File: src/adlf_pkg.sv
`timescale 1ns / 1ps
package adlf_pkg;

    localparam int MAX_LINE = 32;
    localparam int IDX_W    = (MAX_LINE > 1) ? $clog2(MAX_LINE) : 1;
    localparam int LEN_W    = $clog2(MAX_LINE + 1);
    localparam int ADDR_W   = IDX_W + 1;
    localparam int CNT_W    = 32;

    localparam logic [7:0]       BYTE_NL  = 8'd10;
    localparam logic             CMD_DATA = 1'b0;
    localparam logic [LEN_W-1:0] LEN_MAX  = LEN_W'(MAX_LINE);
    localparam logic [CNT_W-1:0] CNT_SAT  = '1;

    typedef struct packed {
        logic [7:0]       out_byte;
        logic [CNT_W-1:0] run_count;
        logic             line_start;
        logic             last;
    } t_out_beat;

endpackage

File: src/adjacent_duplicate_line_filter.sv
`timescale 1ns / 1ps
// Adjacent duplicate line filter.
// Input channel (i_in_valid / o_in_stall): one beat is a data byte (i_command = 0)
// or an end-of-input flush (i_command = 1). Lines end at byte 10 or after
// MAX_LINE bytes. Output channel (o_out_valid / i_out_stall): one beat per byte
// of an emitted line, with the run count on the first byte when show_count is set
// and o_last on the final beat caused by an input beat.
// A data byte is accepted in S_IDLE, then compared in S_CMP against the stored
// line read from the line RAM. When a line differs from the stored one, the
// stored line is streamed out byte by byte via S_RD (RAM read, held until the
// output register is free) and S_WR (output load); a flush can stream two lines.
// Both lines live in one RAM as two banks that swap roles, so no copy is needed.
// Reset (synchronous, active low) clears the stream state and show_count; RAM
// contents are not cleared. If the receiver stalls, emission waits with the beat
// held in the output register; the input side stays stalled until emission ends.
module adjacent_duplicate_line_filter
    import adlf_pkg::*;
(
    input  logic             i_clk,
    input  logic             i_rst_n,
    input  logic             i_cfg_we,
    input  logic             i_cfg_data,
    input  logic             i_in_valid,
    output logic             o_in_stall,
    input  logic             i_command,
    input  logic [7:0]       i_text_byte,
    output logic             o_out_valid,
    input  logic             i_out_stall,
    output logic [7:0]       o_out_byte,
    output logic [CNT_W-1:0] o_run_count,
    output logic             o_line_start,
    output logic             o_last
);

    localparam logic [2:0] S_IDLE  = 3'd0;
    localparam logic [2:0] S_CMP   = 3'd1;
    localparam logic [2:0] S_FLUSH = 3'd2;
    localparam logic [2:0] S_TAIL  = 3'd3;
    localparam logic [2:0] S_RD    = 3'd4;
    localparam logic [2:0] S_WR    = 3'd5;

    logic [2:0]       r_state, n_state;
    logic             r_show;
    logic             r_bank, n_bank;          // bank holding the previous line
    logic [LEN_W-1:0] r_cur_len, n_cur_len;
    logic [LEN_W-1:0] r_prev_len, n_prev_len;
    logic [CNT_W-1:0] r_count, n_count;
    logic             r_have_prev, n_have_prev;
    logic             r_match, n_match;
    logic [7:0]       r_byte, n_byte;
    logic [LEN_W-1:0] r_ei, n_ei;
    logic             r_emit_last, n_emit_last;
    logic             r_final, n_final;        // emission ends the stream
    logic             r_flushing, n_flushing;

    logic              accept;
    logic              ram_we, ram_re;
    logic [ADDR_W-1:0] ram_waddr, ram_raddr;
    logic [7:0]        ram_rdata;
    logic              out_load, out_free;
    t_out_beat         out_beat;

    logic [LEN_W-1:0] len_inc;
    logic             match_new, line_done, cmp_equal, fl_equal, emit_done;
    logic [CNT_W-1:0] count_inc;

    assign o_in_stall = (r_state != S_IDLE);
    assign accept     = i_in_valid && !o_in_stall;

    assign len_inc   = r_cur_len + LEN_W'(1);
    assign match_new = r_match && r_have_prev && (r_cur_len < r_prev_len)
                       && (ram_rdata == r_byte);
    assign line_done = (r_byte == BYTE_NL) || (len_inc == LEN_MAX);
    assign cmp_equal = r_have_prev && match_new && (len_inc == r_prev_len);
    assign fl_equal  = r_have_prev && r_match && (r_cur_len == r_prev_len);
    assign count_inc = (r_count != CNT_SAT) ? r_count + CNT_W'(1) : r_count;
    assign emit_done = (r_ei + LEN_W'(1)) == r_prev_len;

    // write the current bank on a data-byte accept, read the previous bank for compare or emit
    assign ram_we    = accept && (i_command == CMD_DATA);
    assign ram_waddr = {~r_bank, r_cur_len[IDX_W-1:0]};
    assign ram_re    = ram_we || ((r_state == S_RD) && out_free);
    assign ram_raddr = (r_state == S_RD) ? {r_bank, r_ei[IDX_W-1:0]}
                                         : {r_bank, r_cur_len[IDX_W-1:0]};

    assign out_load            = (r_state == S_WR);
    assign out_beat.out_byte   = ram_rdata;
    assign out_beat.run_count  = ((r_ei == '0) && r_show) ? r_count : '0;
    assign out_beat.line_start = (r_ei == '0);
    assign out_beat.last       = r_emit_last && emit_done;

    always_comb begin
        n_state     = r_state;
        n_bank      = r_bank;
        n_cur_len   = r_cur_len;
        n_prev_len  = r_prev_len;
        n_count     = r_count;
        n_have_prev = r_have_prev;
        n_match     = r_match;
        n_byte      = r_byte;
        n_ei        = r_ei;
        n_emit_last = r_emit_last;
        n_final     = r_final;
        n_flushing  = r_flushing;
        unique case (r_state)
            S_IDLE: begin
                if (accept) begin
                    n_byte  = i_text_byte;
                    n_state = (i_command == CMD_DATA) ? S_CMP : S_FLUSH;
                end
            end
            S_CMP: begin
                n_state = S_IDLE;
                if (!line_done) begin
                    n_cur_len = len_inc;
                    n_match   = match_new;
                end else if (!r_have_prev) begin
                    n_have_prev = 1'b1;
                    n_bank      = ~r_bank;
                    n_prev_len  = len_inc;
                    n_count     = CNT_W'(1);
                    n_cur_len   = '0;
                    n_match     = 1'b1;
                end else if (cmp_equal) begin
                    n_count   = count_inc;
                    n_cur_len = '0;
                    n_match   = 1'b1;
                end else begin
                    n_cur_len   = len_inc;
                    n_ei        = '0;
                    n_emit_last = 1'b1;
                    n_final     = 1'b0;
                    n_flushing  = 1'b0;
                    n_state     = S_RD;
                end
            end
            S_FLUSH: begin
                n_state = S_TAIL;
                if (r_cur_len != '0) begin
                    if (!r_have_prev) begin
                        n_have_prev = 1'b1;
                        n_bank      = ~r_bank;
                        n_prev_len  = r_cur_len;
                        n_count     = CNT_W'(1);
                        n_cur_len   = '0;
                        n_match     = 1'b1;
                    end else if (fl_equal) begin
                        n_count   = count_inc;
                        n_cur_len = '0;
                        n_match   = 1'b1;
                    end else begin
                        n_ei        = '0;
                        n_emit_last = 1'b0;
                        n_final     = 1'b0;
                        n_flushing  = 1'b1;
                        n_state     = S_RD;
                    end
                end
            end
            S_TAIL: begin
                if (r_have_prev) begin
                    n_ei        = '0;
                    n_emit_last = 1'b1;
                    n_final     = 1'b1;
                    n_flushing  = 1'b0;
                    n_state     = S_RD;
                end else begin
                    n_state = S_IDLE;
                end
            end
            S_RD: begin
                if (out_free) begin
                    n_state = S_WR;
                end
            end
            S_WR: begin
                if (!emit_done) begin
                    n_ei    = r_ei + LEN_W'(1);
                    n_state = S_RD;
                end else if (r_final) begin
                    // end of stream: clear the stream state, keeping the bank
                    n_bank      = r_bank;
                    n_cur_len   = '0;
                    n_prev_len  = '0;
                    n_count     = '0;
                    n_have_prev = 1'b0;
                    n_match     = 1'b1;
                    n_state     = S_IDLE;
                end else begin
                    // new line replaces the emitted one
                    n_bank     = ~r_bank;
                    n_prev_len = r_cur_len;
                    n_count    = CNT_W'(1);
                    n_cur_len  = '0;
                    n_match    = 1'b1;
                    n_state    = r_flushing ? S_TAIL : S_IDLE;
                end
            end
            default: begin
                n_state = S_IDLE;
            end
        endcase
    end

    always_ff @(posedge i_clk) begin
        if (!i_rst_n) begin
            r_state     <= S_IDLE;
            r_show      <= 1'b0;
            r_bank      <= 1'b0;
            r_cur_len   <= '0;
            r_prev_len  <= '0;
            r_count     <= '0;
            r_have_prev <= 1'b0;
            r_match     <= 1'b1;
            r_ei        <= '0;
            r_emit_last <= 1'b0;
            r_final     <= 1'b0;
            r_flushing  <= 1'b0;
        end else begin
            r_state     <= n_state;
            if (i_cfg_we) begin
                r_show <= i_cfg_data;
            end
            r_bank      <= n_bank;
            r_cur_len   <= n_cur_len;
            r_prev_len  <= n_prev_len;
            r_count     <= n_count;
            r_have_prev <= n_have_prev;
            r_match     <= n_match;
            r_ei        <= n_ei;
            r_emit_last <= n_emit_last;
            r_final     <= n_final;
            r_flushing  <= n_flushing;
        end
    end

    always_ff @(posedge i_clk) begin
        r_byte <= n_byte;
    end

    adlf_line_ram u_ram (
        .i_clk   (i_clk),
        .i_we    (ram_we),
        .i_waddr (ram_waddr),
        .i_wdata (i_text_byte),
        .i_re    (ram_re),
        .i_raddr (ram_raddr),
        .o_rdata (ram_rdata)
    );

    adlf_out_reg u_out (
        .i_clk        (i_clk),
        .i_rst_n      (i_rst_n),
        .i_load       (out_load),
        .i_beat       (out_beat),
        .i_out_stall  (i_out_stall),
        .o_free_next  (out_free),
        .o_out_valid  (o_out_valid),
        .o_out_byte   (o_out_byte),
        .o_run_count  (o_run_count),
        .o_line_start (o_line_start),
        .o_last       (o_last)
    );

endmodule

File: src/adlf_line_ram.sv
`timescale 1ns / 1ps
// Two line banks, one write and one registered read port.
module adlf_line_ram
    import adlf_pkg::*;
(
    input  logic              i_clk,
    input  logic              i_we,
    input  logic [ADDR_W-1:0] i_waddr,
    input  logic [7:0]        i_wdata,
    input  logic              i_re,
    input  logic [ADDR_W-1:0] i_raddr,
    output logic [7:0]        o_rdata
);

    logic [7:0] r_mem [2**ADDR_W];
    logic [7:0] r_rdata;

    always_ff @(posedge i_clk) begin
        if (i_we) begin
            r_mem[i_waddr] <= i_wdata;
        end
    end

    always_ff @(posedge i_clk) begin
        if (i_re) begin
            r_rdata <= r_mem[i_raddr];
        end
    end

    assign o_rdata = r_rdata;

endmodule

File: src/adlf_out_reg.sv
`timescale 1ns / 1ps
// Output register: holds one beat until the receiver takes it.
module adlf_out_reg
    import adlf_pkg::*;
(
    input  logic             i_clk,
    input  logic             i_rst_n,
    input  logic             i_load,
    input  t_out_beat        i_beat,
    input  logic             i_out_stall,
    output logic             o_free_next,
    output logic             o_out_valid,
    output logic [7:0]       o_out_byte,
    output logic [CNT_W-1:0] o_run_count,
    output logic             o_line_start,
    output logic             o_last
);

    logic      r_valid;
    t_out_beat r_beat;

    always_ff @(posedge i_clk) begin
        if (!i_rst_n) begin
            r_valid <= 1'b0;
        end else if (i_load) begin
            r_valid <= 1'b1;
        end else if (!i_out_stall) begin
            r_valid <= 1'b0;
        end
    end

    always_ff @(posedge i_clk) begin
        if (i_load) begin
            r_beat <= i_beat;
        end
    end

    // slot is empty next cycle unless something loads it
    assign o_free_next  = !r_valid || !i_out_stall;
    assign o_out_valid  = r_valid;
    assign o_out_byte   = r_beat.out_byte;
    assign o_run_count  = r_beat.run_count;
    assign o_line_start = r_beat.line_start;
    assign o_last       = r_beat.last;

endmodule
File: config.mk
export PLATFORM = sky130hd
export DESIGN_NAME = adjacent_duplicate_line_filter
export DESIGN_NICKNAME = d
export VERILOG_FILES = /design/src/adlf_pkg.sv /design/src/adjacent_duplicate_line_filter.sv /design/src/adlf_line_ram.sv /design/src/adlf_out_reg.sv
export SDC_FILE = /design/constraint.sdc
export NUM_CORES = 1
export LEC_CHECK = 0
export BUFFER_PORTS_ARGS = -buffer_cell sky130_fd_sc_hd__buf_2
export CAP_MARGIN = 0
export CORE_MARGIN = 2
export CORE_UTILIZATION = 65
export CTS_BUF_LIST = sky130_fd_sc_hd__clkbuf_8
export DETAILED_ROUTE_END_ITERATION = 8
export PLACE_DENSITY_LB_ADDON = 0.25
export SYNTH_ARGS = -nofsm -noshare
export SYNTH_HDL_FRONTEND = slang
export SYNTH_SLANG_ARGS = --single-unit
File: constraint.sdc
create_clock -name i_clk -period 3.6 [get_ports i_clk]
set_input_delay 0.36 -clock i_clk [delete_from_list [all_inputs] [get_ports i_clk]]
set_output_delay 0.36 -clock i_clk [all_outputs]
set_load 0.02 [all_outputs]
Word level (Yosys, flattened, before mapping)
Memories as Yosys holds them, arrays and structs flattened. A register that Yosys moved wholly into a read port is not among the register bits.
Cells that the tools add are included.
- $add $sub $neg: 3
- $lt $le $gt $ge: 1
- equal/unequal tests: 31
- mux-type cells: 89
- bitwise operators: 2
- reductions and logical operators: 34
- operators by type and width (operator ; number):
    32-bit two-way mux ; 8
    6-bit two-way mux ; 21
    32-bit one-hot mux with 3 select lines ; 1
    6-bit one-hot mux with 3 select lines ; 2
    1-bit two-way mux ; 35
    32-bit by 1-bit adder with 32-bit output, second input constant ; 1
    32-bit != test, second input constant ; 1
    3-bit two-way mux ; 10
    2-bit != test, second input constant ; 14
    6-bit one-hot mux with 4 select lines ; 1
    6-bit == test ; 3
    1-bit one-hot mux with 3 select lines ; 6
    3-bit one-hot mux with 6 select lines ; 1
    5-bit AND reduction ; 3
    6-bit by 1-bit adder with 6-bit output, second input constant ; 2
    6-bit AND reduction ; 2
    1-bit logical AND ; 11
    9-bit AND reduction ; 1
    3-bit nonzero test ; 3
    8-bit by 4-bit == test with 1-bit output, second input constant ; 1
    8-bit == test ; 1
    8-bit AND reduction ; 1
    3-bit by 2-bit == test with 1-bit output, second input constant ; 2
    3-bit == test, second input constant ; 2
    other kinds (17) ; 27
- register bits after elaboration: 111
- RAM bits: 512
- bits of input ports: 15
- memories: 1
- memories (memory ; words ; bits a word ; read ports ; clocked after memory_dff ; write ports ; line ; text):
    u_ram.r_mem ; 64 ; 8 ; 1 ; 1 ; 1 ; adlf_line_ram.sv:15 ; logic [7:0] r_mem [2**ADDR_W];

Longest topological paths before layout
- depth in word-level cells: 9
- mapped depth: 12
- depth with buffers taken out: 9

By module
A second synthesis with hierarchy kept.
- cell total of the unflattened synthesis: 1627
- area, all modules: 26290.2 um2
- by module, submodules not included (module ; times used ; cells each ; area each (um2) ; sequential area each (um2)):
    adlf_line_ram ; 1 ; 972 ; 20270.7 ; 15615.0
    adjacent_duplicate_line_filter ; 1 ; 609 ; 4723.3 ; 1441.4
    adlf_out_reg ; 1 ; 46 ; 1296.2 ; 1281.2

Least setup slack after synthesis
OpenSTA, ideal clock, no wires.
- path type: reg-to-reg
- start point: reg r_cur_len[0]
- end point: reg r_count[17]
- setup time: 0.130 ns
- arrival time: 2.578 ns
- data required time: 3.470 ns
- path slack: 0.893 ns
- stages on the path, launching flop included: 13
- buffers on the path: 3
- period minus slack after synthesis: 2.707 ns
- path through: dfxtp_1 > buf_2 > inv_1 > ha_1 > xor2_1 > nor2_1 > nand4bb_1 > o41ai_1 > a21oi_1 > clkbuf_1 > clkbuf_1 > o211ai_1 > o41ai_2
- longest elaborated chain between the ends: 7
- elaborated cells between the ends (all ways): 17
- those cells by class: add/sub: 1; order compare: 1; eq/ne: 7; reduce/logical: 8
- ends and longest elaborated chain (item ; line ; text):
    start, declared ; adjacent_duplicate_line_filter.sv:45 ; logic [LEN_W-1:0] r_cur_len, n_cur_len;
    start signal, assigned ; adjacent_duplicate_line_filter.sv:225 ; r_cur_len <= n_cur_len;
    branches (longest 6 deep; another with 6-bit by 1-bit adder with 6-bit output) ; n/a ;
    6-bit AND reduction (no line) (*) ; n/a ;
    end signal, assigned ; adjacent_duplicate_line_filter.sv:227 ; r_count <= n_count;
    end, declared ; adjacent_duplicate_line_filter.sv:47 ; logic [CNT_W-1:0] r_count, n_count;
Mark *: on every way between the ends.
A chain may end at the register's enable or synchronous reset.

Final worst setup path
- start point: reg r_state[0]
- end point: reg u_ram.r_rdata[6], in the netlist u_ram.o_rdata[6] (read register of u_ram.r_mem) (data pin)
- longest elaborated chain between the ends: 5
- elaborated cells between the ends (all ways): 8
- those cells by class: eq/ne: 1; mux: 1; reduce/logical: 6
- ends and longest elaborated chain (item ; line ; text):
    start, declared ; adjacent_duplicate_line_filter.sv:42 ; logic [2:0] r_state, n_state;
    start signal, assigned ; adjacent_duplicate_line_filter.sv:220 ; r_state <= n_state;
    3-bit nonzero test ; adjacent_duplicate_line_filter.sv:67 ; assign o_in_stall = (r_state != S_IDLE);
    1-bit logical NOT ; adjacent_duplicate_line_filter.sv:68 ; assign accept = i_in_valid && !o_in_stall;
    1-bit logical AND ; adjacent_duplicate_line_filter.sv:68 ;
    1-bit logical AND ; adjacent_duplicate_line_filter.sv:80 ; assign ram_we = accept && (i_command == CMD_DATA);
    1-bit logical OR ; adjacent_duplicate_line_filter.sv:82 ; assign ram_re = ram_we || ((r_state == S_RD) && out_free);
    end, declared ; adlf_line_ram.sv:16 ; logic [7:0] r_rdata;
Parallel ways exist; a longest one is shown, timed or not.

==> flow_summary.yaml <==
status:
  status: "completed"
worst_setup_path:
  crit_arrival_ps: 3820
  r2r-end: "u_ram.o_rdata[6]"
  startpoint: "r_state[0]"
  startpoint_type: "register"
  worst_setup_path_end_kind: "register"
  path_max_fanout: 15
  worstSetupPathType: "register to register"
  endpoint: "u_ram.o_rdata[6]"
  rrSetupSlack_ps: 200
  worst-r2r-cell-count: 7
  timing.rr.start: "r_state[0]"
  critical_path_required_ps: 4030
layout:
  area_growth_pct: 12.0
  n_fill_cell: 2539
  seq_area_sq_um: 18300
  n_antenna_cell: 0
  final_common_cell: "edfxtp_1"
  nets: 2187
  instances_no_fill: 2767
  layout-drive-gt1-share: 0.153
  mostFrequentLayoutCells: "edfxtp_1, nand2_1, mux2i_1, buf_4, nor2_1"
  multiInputGateArea_sq_um: 7650
power_and_ir_drop:
  clockPowerShare: 0.374
  ir_drop_v: 0.000359
  p_int_mw: 10.9
  cellPowerDensity_nw_per_um2: 479
  power_leakage_nw: 10.8
  swShare: 0.236
  p_seq_frac: 0.563
  p_comb_frac: 0.064
  p_sw_mw: 3.37
placed_design:
  pre_cts_ws_ps: 251
  port_buffers: 58
  place.gp.congestion: 0.920
  placed_cells: 2591
  dp_hpwl_microns: 42900
floorplanning:
  die_h_microns: 206
  initial_core_util: 0.656
  die_w_microns: 206
  rows: 74
  top_level_ports: 59
  coreArea_sq_um: 40600
  dieArea_sq_um: 42600
logic_synthesis:
  ys_seq_area_frac: 0.688
  syn_area_sq_um: 26700
  synth_fa_ha_area_frac: 0.00516
  synth-edff-count: 570
  synth_compound_area_frac: 0.0947
  yosysWarnings: 0
  synthArstFlopShare: 0
  synthCells: 2001
  yosys-mux-area-fraction: 0.0547
  synth.avg_cell_area_sq_um: 13.3
  synth-simple-area-share: 0.123
  synth_top_family_by_area: "simple AND/OR/NAND/NOR gates"
  synth_area_leaders: "edfxtp_1, mux2i_1, dfxtp_1"
  synth_ff_type: "edfxtp_1"
  yosys.area_share.xor_xnor: 0.00657
  synth_fp_nets: 2027
  yosysTopAreaCellShare: 0.642
  yosys_register_bits: 631
  synth_top_cell_by_area: "edfxtp_1"
  yosysUniqueCellTypes: 77
clock_network:
  clkSinkCount: 631
  clk_pin_slew_ps: 60
  postCtsSetupRepairBufs: 0
  cts-resized-gates: 0
  cts_tree: "built"
  numCtsBuffers: 98
  insertion_delay_ps: 710
  root_buffer: "clkbuf_8"
  holdBufCountCts: 2
  htree_levels: 3
  clock_path_buffers: 3
timing:
  layout_min_cycle_time_ps: 3400
  rsz0062_at_grt: "false"
  hold_violations: 0
  slew_violations: 0
  setup_slack_ps: 204
  max_freq_mhz: 294
  fin_skew_ps: 35.0
  final-setup-viol-count: 0
  slew_headroom: 0.165
  setup_tns_ps: 0
  worstMarginPinSlew_ps: 1250
  fin_crit_sh: 0.943
detailed_routing:
  num_vias: 17945
  initialDrtViolationCount: 2282
  wire_per_inst_microns: 24.5
  wirelength_microns: 67700
  drc: 0
  dr.pass1.iters: 6
  ant_nets: 0
  vias_per_cell: 6.49
run:
  drv_cap: 0
grt:
  track_usage: 0.324
  antenna_found_initial: 0
  grt_start_max_net_pins: 69
  grt_pass1_vias: 16968
  overflow: 0
  grt_pass1_wl_microns: 102000
hold_path:
  hp-class: "input pin to register"
==> registers in the layout (all words and copies together), names as in the netlist, 3 cells and up <==
signal             cells
r_byte                 8
r_count               32
r_cur_len              6
r_ei                   6
r_prev_len             6
r_state                3
u_out.o_out_byte       8
u_out.o_run_count     32
u_ram.o_rdata          8
u_ram.r_mem          512
==> metrics by stage <==
step	total power [mW]	utilization	hold WS (ps)	area (sq um)
4_1_cts	14.3	0.734	54.1	29800
3_5_place_dp	9.08	0.692	486	28100
6_report	14.3	0.734	115	29800
2_1_floorplan	8.70	-	445	26700
5_1_grt	14.7	0.734	90.0	29800
3_3_place_gp	9.06	0.692	480	28100
==> worst max-delay path: stages (launching register included) <==
cell       delay, ps
dfxtp_1          310
or3b_1           680
o31ai_4          830
buf_4            350
a32oi_1          110
and3_1           260
a311oi_1         530
a2111oi_2         70
==> power groups by stage <==
| stage | logic (mW) | registers [mW] | clock network [mW] |
|---|---|---|---|
| after floorplan | 0.517 | 8.18 | 0 |
| after CTS | 0.894 | 8.04 | 5.40 |
| after global routing | 0.970 | 8.04 | 5.71 |
| final | 0.909 | 8.04 | 5.34 |
| after detailed placement | 0.887 | 8.19 | 0 |
| after global placement | 0.866 | 8.19 | 0 |
==> cells by family (layout without fill, tap and decap cells) <==
group | count (synthesis) | after routing
xor gates and xnor gates | 20 | 20
DFF | 631 | 631
AOI/OAI and AO/OA | 350 | 350
adders and majority gates | 11 | 11
muxes | 142 | 142
buffers and inverters | 157 | 391
and+or+nand+nor | 690 | 690
==> cell usage after synthesis, types with 12 or more instances <==
cell        n
a211oi_1   29
a21oi_1    57
a311oi_1   17
a31oi_1    39
a32oi_1    26
and3_1     64
buf_2      36
buf_4      12
clkbuf_1   67
dfxtp_1    61
edfxtp_1  570
inv_1      23
mux2i_1   139
nand2_1   305
nand3_1    87
nand4_1    20
nor2_1    100
nor2b_1    24
nor3_1     17
o211ai_1   12
o21ai_0    56
o221ai_1   33
o311ai_0   14
xnor2_1    16
==> final cells by class <==
class	count	area share
Sequential cell	631	0.614
Multi-Input combinational cell	1213	0.256
Timing Repair Buffer	193	0.0468
Clock buffer	99	0.0457
Tap cell	532	0.0223
Clock inverter	75	0.0117
Inverter	24	0.00302
==> worst min path at each step <==
stage               slack (ps)  cells after the start             endpoint             start
floorplan                  450                      0  u_out.o_out_byte[2]  u_ram.o_rdata[2]
global placement           480                      1           r_count[3]        r_count[3]
detailed placement         490                      1          r_emit_last       r_emit_last
CTS                         50                      3    u_out.o_out_valid       i_out_stall
global route                90                      3    u_out.o_out_valid       i_out_stall
finish                     110                      3    u_out.o_out_valid       i_out_stall
==> routing by layer <==
layer,up-vias,track usage,share of wire
li1,8002,-,-
met1,8693,0.451,0.39
met2,1089,0.491,0.46
met3,161,0.0806,0.11
met4,0,0.134,0.038
met5,-,0,0
(Power assumes the default switching activity.)
